==> src/rtl/pbd_pkg.sv <==
// Shared constant for the point-to-box squared distance test.
package pbd_pkg;

	// Width of the distance limit register and of the reported distance.
	localparam int LIMIT_BITS = 50;

endpackage

==> src/rtl/pbd_if.sv <==
// Valid/ready channel interfaces for the query and result streams.
interface pbd_query_if #(
	parameter int COORD_BITS = 24
);
	logic                         valid;
	logic                         ready;
	logic signed [COORD_BITS-1:0] point_x;
	logic signed [COORD_BITS-1:0] point_y;
	logic signed [COORD_BITS-1:0] point_z;
	logic signed [COORD_BITS-1:0] corner_a_x;
	logic signed [COORD_BITS-1:0] corner_a_y;
	logic signed [COORD_BITS-1:0] corner_a_z;
	logic signed [COORD_BITS-1:0] corner_b_x;
	logic signed [COORD_BITS-1:0] corner_b_y;
	logic signed [COORD_BITS-1:0] corner_b_z;

	modport source (
		output valid, point_x, point_y, point_z,
		output corner_a_x, corner_a_y, corner_a_z,
		output corner_b_x, corner_b_y, corner_b_z,
		input  ready
	);

	modport sink (
		input  valid, point_x, point_y, point_z,
		input  corner_a_x, corner_a_y, corner_a_z,
		input  corner_b_x, corner_b_y, corner_b_z,
		output ready
	);
endinterface

interface pbd_result_if;
	import pbd_pkg::*;

	logic                  valid;
	logic                  ready;
	logic                  exceeds;
	logic [LIMIT_BITS-1:0] dist_sq;

	modport source (
		output valid, exceeds, dist_sq,
		input  ready
	);

	modport sink (
		input  valid, exceeds, dist_sq,
		output ready
	);
endinterface

==> src/rtl/pbd_axis.sv <==
// One axis: deltas to both corners, clamped nearest magnitude, then its square.
module pbd_axis #(
	parameter int COORD_BITS = 24
) (
	input  logic                             clk,
	input  logic                             en,
	input  logic signed [COORD_BITS-1:0]     p,
	input  logic signed [COORD_BITS-1:0]     a,
	input  logic signed [COORD_BITS-1:0]     b,
	output logic [2*(COORD_BITS+1)-1:0]      sq
);
	import pbd_pkg::*;

	localparam int D_W  = COORD_BITS + 1;
	localparam int SQ_W = 2 * D_W;

	logic signed [D_W-1:0] p_ext, a_ext, b_ext;
	logic signed [D_W-1:0] da, db;
	logic        [D_W-1:0] da_s1, db_s1;
	logic                  outside_s1;
	logic        [D_W-1:0] ma, mb;
	logic        [D_W-1:0] m_s2;
	logic     [SQ_W-1:0]   sq_s3;

	assign p_ext = {p[COORD_BITS-1], p};
	assign a_ext = {a[COORD_BITS-1], a};
	assign b_ext = {b[COORD_BITS-1], b};
	assign da    = a_ext - p_ext;
	assign db    = b_ext - p_ext;

	// stage 1: exact deltas and slab test (both nonzero, same sign)
	always_ff @(posedge clk) begin
		if (en) begin
			da_s1      <= da;
			db_s1      <= db;
			outside_s1 <= (da[D_W-1] == db[D_W-1]) && (da != '0) && (db != '0);
		end
	end

	// magnitude of a D_W-bit two's complement value fits D_W unsigned bits
	assign ma = da_s1[D_W-1] ? (~da_s1 + 1'b1) : da_s1;
	assign mb = db_s1[D_W-1] ? (~db_s1 + 1'b1) : db_s1;

	// stage 2: nearer face distance, zero when inside the slab
	always_ff @(posedge clk) begin
		if (en) begin
			if (!outside_s1) begin
				m_s2 <= '0;
			end else begin
				m_s2 <= (ma < mb) ? ma : mb;
			end
		end
	end

	// stage 3: square
	always_ff @(posedge clk) begin
		if (en) begin
			sq_s3 <= SQ_W'(m_s2) * SQ_W'(m_s2);
		end
	end

	assign sq = sq_s3;
endmodule

==> src/rtl/pbd_sum.sv <==
// Sum of the three axis squares and the compare against the limit.
module pbd_sum #(
	parameter int COORD_BITS = 24
) (
	input  logic                               clk,
	input  logic                               en,
	input  logic [2*(COORD_BITS+1)-1:0]        sq_x,
	input  logic [2*(COORD_BITS+1)-1:0]        sq_y,
	input  logic [2*(COORD_BITS+1)-1:0]        sq_z,
	input  logic [pbd_pkg::LIMIT_BITS-1:0]     max_dist_sq,
	output logic                               exceeds,
	output logic [pbd_pkg::LIMIT_BITS-1:0]     dist_sq
);
	import pbd_pkg::*;

	localparam int SQ_W  = 2 * (COORD_BITS + 1);
	localparam int SUM_W = SQ_W + 2;
	localparam int CMP_W = (SUM_W > LIMIT_BITS) ? SUM_W : LIMIT_BITS;

	logic [SUM_W-1:0]      sum_s4;
	logic [CMP_W-1:0]      sum_ext;
	logic [CMP_W-1:0]      lim_ext;
	logic                  exceeds_s5;
	logic [LIMIT_BITS-1:0] dist_s5;

	// stage 4: full-width sum
	always_ff @(posedge clk) begin
		if (en) begin
			sum_s4 <= SUM_W'(sq_x) + SUM_W'(sq_y) + SUM_W'(sq_z);
		end
	end

	assign sum_ext = CMP_W'(sum_s4);
	assign lim_ext = CMP_W'(max_dist_sq);

	// stage 5: compare uses the untruncated sum; reported distance wraps
	always_ff @(posedge clk) begin
		if (en) begin
			exceeds_s5 <= sum_ext > lim_ext;
			dist_s5    <= sum_ext[LIMIT_BITS-1:0];
		end
	end

	assign exceeds = exceeds_s5;
	assign dist_sq = dist_s5;
endmodule

==> src/rtl/point_box_dist_sq_exceeds_core.sv <==
// Top level: point to box squared distance test, five-stage pipeline.
//
//  port     | role              | contents
//  ---------+-------------------+------------------------------------------
//  query    | valid/ready sink  | point and two opposite corners, x/y/z
//  result   | valid/ready source| exceeds flag, 50-bit squared distance
//  cfg_*    | write only        | max_dist_sq limit, taken when cfg_we high
//
// One query per cycle sustained while results are taken; each result passes the
// delta, min magnitude, square, sum and compare registers in that order before
// it is offered.
// arst_n clears the stage valid bits and the limit register.
// When the result is held and not taken, every stage freezes together and
// query.ready drops in the same cycle; nothing is dropped or repeated.
module point_box_dist_sq_exceeds_core #(
	parameter int COORD_BITS = 24
) (
	input  logic                           clk,
	input  logic                           arst_n,
	pbd_query_if.sink                      query,
	pbd_result_if.source                   result,
	input  logic                           cfg_we,
	input  logic [pbd_pkg::LIMIT_BITS-1:0] cfg_wdata
);
	import pbd_pkg::*;

	localparam int SQ_W = 2 * (COORD_BITS + 1);

	logic                  adv;
	logic                  v_s1, v_s2, v_s3, v_s4, v_s5;
	logic [LIMIT_BITS-1:0] max_dist_sq_q;
	logic [SQ_W-1:0]       sq_x, sq_y, sq_z;

	// pipeline moves whenever the output slot is empty or being drained
	assign adv         = !v_s5 || result.ready;
	assign query.ready = adv;
	assign result.valid = v_s5;

	always_ff @(posedge clk or negedge arst_n) begin
		if (!arst_n) begin
			max_dist_sq_q <= '0;
		end else if (cfg_we) begin
			max_dist_sq_q <= cfg_wdata;
		end
	end

	always_ff @(posedge clk or negedge arst_n) begin
		if (!arst_n) begin
			v_s1 <= 1'b0;
			v_s2 <= 1'b0;
			v_s3 <= 1'b0;
			v_s4 <= 1'b0;
			v_s5 <= 1'b0;
		end else if (adv) begin
			v_s1 <= query.valid;
			v_s2 <= v_s1;
			v_s3 <= v_s2;
			v_s4 <= v_s3;
			v_s5 <= v_s4;
		end
	end

	pbd_axis #(.COORD_BITS(COORD_BITS)) u_axis_x (
		.clk (clk),
		.en  (adv),
		.p   (query.point_x),
		.a   (query.corner_a_x),
		.b   (query.corner_b_x),
		.sq  (sq_x)
	);

	pbd_axis #(.COORD_BITS(COORD_BITS)) u_axis_y (
		.clk (clk),
		.en  (adv),
		.p   (query.point_y),
		.a   (query.corner_a_y),
		.b   (query.corner_b_y),
		.sq  (sq_y)
	);

	pbd_axis #(.COORD_BITS(COORD_BITS)) u_axis_z (
		.clk (clk),
		.en  (adv),
		.p   (query.point_z),
		.a   (query.corner_a_z),
		.b   (query.corner_b_z),
		.sq  (sq_z)
	);

	pbd_sum #(.COORD_BITS(COORD_BITS)) u_sum (
		.clk         (clk),
		.en          (adv),
		.sq_x        (sq_x),
		.sq_y        (sq_y),
		.sq_z        (sq_z),
		.max_dist_sq (max_dist_sq_q),
		.exceeds     (result.exceeds),
		.dist_sq     (result.dist_sq)
	);
endmodule
==> src/flat_wrapper.sv <==
// flat-port wrapper written by rule: the top's interface ports become plain ports
module point_box_dist_sq_exceeds_core_flat import pbd_pkg::*;
#(
	parameter int COORD_BITS = 24
)
  (clk, arst_n, cfg_we, cfg_wdata, query_valid, query_point_x, query_point_y, query_point_z, query_corner_a_x, query_corner_a_y, query_corner_a_z, query_corner_b_x, query_corner_b_y, query_corner_b_z, query_ready, result_valid, result_exceeds, result_dist_sq, result_ready);
  pbd_query_if #(.COORD_BITS(COORD_BITS)) query_i ();
  pbd_result_if result_i ();
  input  logic clk;
  input  logic arst_n;
  input  logic cfg_we;
  input  logic [pbd_pkg::LIMIT_BITS-1:0] cfg_wdata;
  input wire logic [$bits(query_i.valid)-1:0] query_valid;
  input wire logic [$bits(query_i.point_x)-1:0] query_point_x;
  input wire logic [$bits(query_i.point_y)-1:0] query_point_y;
  input wire logic [$bits(query_i.point_z)-1:0] query_point_z;
  input wire logic [$bits(query_i.corner_a_x)-1:0] query_corner_a_x;
  input wire logic [$bits(query_i.corner_a_y)-1:0] query_corner_a_y;
  input wire logic [$bits(query_i.corner_a_z)-1:0] query_corner_a_z;
  input wire logic [$bits(query_i.corner_b_x)-1:0] query_corner_b_x;
  input wire logic [$bits(query_i.corner_b_y)-1:0] query_corner_b_y;
  input wire logic [$bits(query_i.corner_b_z)-1:0] query_corner_b_z;
  output wire logic [$bits(query_i.ready)-1:0] query_ready;
  output wire logic [$bits(result_i.valid)-1:0] result_valid;
  output wire logic [$bits(result_i.exceeds)-1:0] result_exceeds;
  output wire logic [$bits(result_i.dist_sq)-1:0] result_dist_sq;
  input wire logic [$bits(result_i.ready)-1:0] result_ready;
  assign query_i.valid = query_valid;
  assign query_i.point_x = query_point_x;
  assign query_i.point_y = query_point_y;
  assign query_i.point_z = query_point_z;
  assign query_i.corner_a_x = query_corner_a_x;
  assign query_i.corner_a_y = query_corner_a_y;
  assign query_i.corner_a_z = query_corner_a_z;
  assign query_i.corner_b_x = query_corner_b_x;
  assign query_i.corner_b_y = query_corner_b_y;
  assign query_i.corner_b_z = query_corner_b_z;
  assign query_ready = query_i.ready;
  assign result_valid = result_i.valid;
  assign result_exceeds = result_i.exceeds;
  assign result_dist_sq = result_i.dist_sq;
  assign result_i.ready = result_ready;
  point_box_dist_sq_exceeds_core #(.COORD_BITS(COORD_BITS)) u_core (.clk(clk), .arst_n(arst_n), .query(query_i), .result(result_i), .cfg_we(cfg_we), .cfg_wdata(cfg_wdata));
endmodule
==> config.mk <==
export PLATFORM = sky130hd
export DESIGN_NAME = point_box_dist_sq_exceeds_core_flat
export DESIGN_NICKNAME = d
export VERILOG_FILES = /design/src/rtl/pbd_pkg.sv /design/src/rtl/pbd_if.sv /design/src/rtl/pbd_axis.sv /design/src/rtl/pbd_sum.sv /design/src/rtl/point_box_dist_sq_exceeds_core.sv /design/src/flat_wrapper.sv
export SDC_FILE = /design/constraint.sdc
export NUM_CORES = 2
export LEC_CHECK = 0
export ABC_AREA = 1
export BUFFER_PORTS_ARGS = -buffer_cell sky130_fd_sc_hd__buf_2
export CAP_MARGIN = 20
export CORE_ASPECT_RATIO = 1.25
export CORE_MARGIN = 2
export CORE_UTILIZATION = 34
export CTS_CLUSTER_SIZE = 12
export DETAILED_ROUTE_END_ITERATION = 12
export SLEW_MARGIN = 20
export SYNTH_ARGS = -nofsm -noshare
export SYNTH_HDL_FRONTEND = slang
export SYNTH_SLANG_ARGS = --single-unit
==> constraint.sdc <==
create_clock -name clk -period 13.7 [get_ports clk]
set_input_delay 0.685 -clock clk [delete_from_list [all_inputs] [get_ports clk]]
set_output_delay 0.685 -clock clk [all_outputs]
set_load 0.01 [all_outputs]
# Yosys cells after proc, flatten, opt, wreduce, memory -nomap -nowiden
# Cells that the tools add are included.
[totals] elab_cells=77 input_bits=271 ff_bits=536
[classes] eq_ne=3 addsub=14 n_reduce_logical=14 mul=3 magnitude_cmp=4 mux=9 bitwise=6
[op_table] op="25-bit two-way mux" n=9
[op_table] op="25-bit by 1-bit adder with 25-bit output (second input constant)" n=6
[op_table] op="25-bit by 25-bit multiplier with 50-bit output" n=3
[op_table] op="25-bit NOT" n=6
[op_table] op="25-bit nonzero test" n=6
[op_table] op="24-bit by 24-bit subtractor with 25-bit output" n=6
[op_table] op="25-bit less-than comparator" n=3
[op_table] op="52-bit by 50-bit adder with 52-bit output" n=1
[op_table] op="52-bit by 50-bit greater-than comparator with 1-bit output" n=1
[op_table] op="50-bit by 50-bit adder with 51-bit output" n=1
[op_table] op="1-bit logical AND" n=6
[op_table] op="1-bit == test" n=3
[op_table] op="1-bit zero test" n=1
[op_table] op="1-bit logical OR" n=1

# Logic depth before layout (Yosys ltp)
[depth] ltp_word=5 mapped_depth=31 mapped_depth_nobuf=29

# Cells and area by module
# A second synthesis with hierarchy kept.
[hier_totals] cells_unflattened=12198 area_unflattened_um2=96782.8
[modules_own_cells] mod="pbd_axis at u_core.u_axis_x" instances=1 area_each_um2=28446.0 cells_each=3608
[modules_own_cells] mod="pbd_axis at u_core.u_axis_z" instances=1 area_each_um2=28168.3 cells_each=3565
[modules_own_cells] mod="pbd_axis at u_core.u_axis_y" instances=1 area_each_um2=28093.2 cells_each=3532
[modules_own_cells] mod="pbd_sum" instances=1 area_each_um2=9715.6 cells_each=1261
[modules_own_cells] mod="point_box_dist_sq_exceeds_core" instances=1 area_each_um2=2359.8 cells_each=232

# Least setup slack after synthesis
# No wires, ideal clock.
[synth_timing] path_type="input -> register" start="input result_ready" end="register u_core.v_s1" arrival_time_ns=12.373 required_ns=13.579 path_stages=3 path_slack_ns=1.206 setup_time_ns=0.121 cell_sequence="inv_1 > nand2_1 > mux2_2"
[synth_via] elab_chain_cells=1
[synth_lines] item="start, declared" line="flat_wrapper.sv:27" rtl="input wire logic [$bits(result_i.ready)-1:0] result_ready;"
[synth_lines] item="1-bit logical OR" line="point_box_dist_sq_exceeds_core.sv:35" rtl="assign adv = !v_s5 || result.ready;"
[synth_lines] item="via query_ready" line="flat_wrapper.sv:23" rtl="output wire logic [$bits(query_i.ready)-1:0] query_ready;"
[synth_lines] item="end signal, assigned" line="point_box_dist_sq_exceeds_core.sv:55" rtl="v_s1 <= query.valid;"
[synth_lines] item="end, declared" line="point_box_dist_sq_exceeds_core.sv:30" rtl="logic v_s1, v_s2, v_s3, v_s4, v_s5;"
# The timed path passes the listed nets, and every way through them passes these cells.
# A chain may end at the register's enable or synchronous reset.

# Worst setup path after layout
[layout_timing] start="register u_core.u_axis_z.m_s2[2]" end="register u_core.u_axis_z.sq_s3[37] (netlist: u_core.u_axis_z.sq[37]) (data pin)"
[layout_via] elab_chain_cells=1
[layout_lines] item="start, declared" line="pbd_axis.sv:22" rtl="logic [D_W-1:0] m_s2;"
[layout_lines] item="start signal, assigned" line="pbd_axis.sv:50" rtl="m_s2 <= (ma < mb) ? ma : mb;"
[layout_lines] item="25-bit by 25-bit multiplier with 50-bit output" line="pbd_axis.sv:58" rtl="sq_s3 <= SQ_W'(m_s2) * SQ_W'(m_s2);"
[layout_lines] item="end signal, assigned" line="pbd_axis.sv:58"
[layout_lines] item="end, declared" line="pbd_axis.sv:23" rtl="logic [SQ_W-1:0] sq_s3;"
# No other way between the ends.

==> metrics.txt <==
outcome complete, no violations; initial antenna violation count 11; top cells by area, synth fa_1, edfxtp_1, inv_1; met3 GRT Util 1.66%; setup bufs post-CTS 0; Routability Congestion 0.939; required time worst endpoint 14.10 ns; Post-Syn Area per Cell 7.90 sq um; Die W 481 um; pre-CTS WS 6.39 ns; Final Util 37.1%; port bufs 323; fin crit period 7.30 ns; Final period util 53.3%; Root Driver clkbuf_16; Starting Density 34.1%; nets 15100; asr flop ratio synth 10.3%; Hold Crit Class in -> async; setup ws final 6.40 ns; post-route clock skew 0.0696 ns; Setup-failing EPs final 0; Post-DP Area 0.103 sq mm; CTS Buffer Depth 3; post-route ant nets 0; number of H-tree levels 3; Post-Syn Instances 12200; # hold bufs at CTS 0; most used flip-flop cell after synthesis edfxtp_1; Startpoint Class flop; Slew Viols, Final 0; post-route cell area 0.105 sq mm; Clk Latency, worst-skew pair 0.71 ns; residual DRC count 0; 1st-iter DRT viols 4047; total wire length 270000 um; CTS tree built; hpwl dp 227000 um; relative slew slack 18.2%; met1 Track Usage GR 23.6%; synthesized area 0.0967 sq mm; sequential cell area fraction in the yosys report 16.3%; router iterations before antenna repair 6; Resized Gates After CTS 0; Core ar. 0.284 sq mm; CTS Buf Count 69; Yosys top cell area share 29.1%; DIE AREA 0.289 sq mm; endpoints failing hold 0; WS Path Type reg -> reg; IO Count 324; DR vias 76200; crit path max fanout 25; busiest layer in global routing met2; largest net degree at the start of global routing 100; clock tree sinks 533; final setup TNS 0 ns; first-pass GRT wire length 433000 um; fillers 29900; Die H 600 um; Total GRT Usage 18.9%; Yosys cell types 61; commonest non-fill, non-tap cell in the layout inv_1; Max-cap violations 0; Synth Net Count 14900; most frequent cells in the layout inv_1, nand2_1, fa_1, ha_1, nor2_1; Worst EP arrival 7.70 ns; RSZ-0062 raised after global routing false; DR vias/cell 4.68; crit end category flop; Fmax 137 MHz; Yosys top cell by area fa_1; area grow syn2layout 8.83%; Row Count 219; Post-synth EDFFs 478; met2 Track Usage GR 34.1%; flops & latches, synth 533; Worst-path clk slew 0.06 ns; Remaining Overflow, GRT 0; Routed WL per cell 16.6 um; worst-margin pin slew 1.23 ns; yosys warns 0; layout cell share with drive strength beyond 1 5.47%; number of global-route vias before repair 80400
[cell usage after synthesis, types with 26 or more instances]
cell type,instances
dfrtp_1,55
clkbuf_1,232
fa_1,1405
o21bai_1,38
a31oi_1,59
a21oi_1,584
o21ai_0,368
xnor2_1,142
nand3_1,301
nand4_1,97
edfxtp_1,478
nor2_2,28
ha_1,936
nor3_1,87
inv_1,3392
nand2_1,2573
a21oi_2,29
nor4_1,46
nand2_2,26
nor2_1,759
a21o_1,41
nand3b_1,36
xor2_1,290
[worst max-delay path, cell delays in order, from the launching register on]
cell,delay (ns)
edfxtp_1,1.16
nand2_1,0.29
fa_1,0.57
inv_1,0.05
fa_1,0.54
inv_1,0.06
fa_1,0.50
fa_1,0.52
inv_1,0.06
fa_1,0.48
fa_1,0.49
inv_1,0.05
fa_1,0.47
inv_1,0.04
ha_1,0.34
a21oi_1,0.24
o21ai_0,0.16
a21oi_1,0.23
nand2_1,0.08
a21oi_1,0.23
o21ai_1,0.14
a21oi_1,0.18
inv_1,0.06
nand2_1,0.06
nand2_1,0.06
[worst paths after layout]
| kind | startpoint | end | slack (ns) | cells past startpoint |
|---|---|---|---|---|
| min in group clk | cfg_wdata[11] | u_core.max_dist_sq_q[11] | 0.19 | 3 |
| setup reg to reg | u_core.u_axis_z.m_s2[2] | u_core.u_axis_z.sq[37] | 6.40 | 24 |
| hold / removal | arst_n | u_core.max_dist_sq_q[17] | 0.14 | 2 |
| hold reg to reg | u_core.u_sum.sum_ext[48] | u_core.u_sum.dist_sq[48] | 0.45 | 0 |
| setup / recovery | u_core.u_axis_z.m_s2[2] | u_core.u_axis_z.sq[37] | 6.40 | 24 |
| max in group asynchronous | arst_n | u_core.max_dist_sq_q[47] | 13.04 | 2 |
[registers in the layout, indices dropped and copies added (netlist names), 49 cells and up]
signal,cells
u_core.max_dist_sq_q,50
u_core.u_sum.sum_ext,52
u_core.u_axis_y.sq,49
u_core.u_sum.dist_sq,50
u_core.u_axis_x.sq,49
u_core.u_axis_z.sq,49
[through the flow]
step / cells / hold WS, ns
after floorplan: 12200 / 0.389
after global placement: 16100 / 0.430
after detailed placement: 16200 / 0.445
after CTS: 16300 / 0.111
after global routing: 16300 / 0.154
final: 16300 / 0.137
[final cells by class]
type	instances	area, sq um	share of cell area (%)
tap	3757	4700	4.46
multi-input combinational	8057	67300	63.9
clock inverter	40	571	0.542
antenna	3	7.51	0.00713
sequential	533	15700	14.9
inverter	3401	12800	12.1
timing repair buffer	409	2350	2.23
clock buffer	85	1870	1.78
[cells by family after synthesis]
logic type      synth area share (%)
flops                           16.3
fa+ha+maj                       41.2
xor+xnor                        3.99
mux                           0.0233
compound gates                  7.33
buf+inv                         14.2
simple gates                    17.0
[per-layer routing]
metal,vias to the layer above,wire length [um],share of wire (%)
met5,-,0,0
met4,0,9080,3.4
met3,400,10000,3.7
met2,1611,136000,50
met1,36800,115000,42
li1,37400,-,-
Power is left out: the tool's default activity adds up to more than one toggle a clock period on the data nets, which glitch-free logic cannot reach.
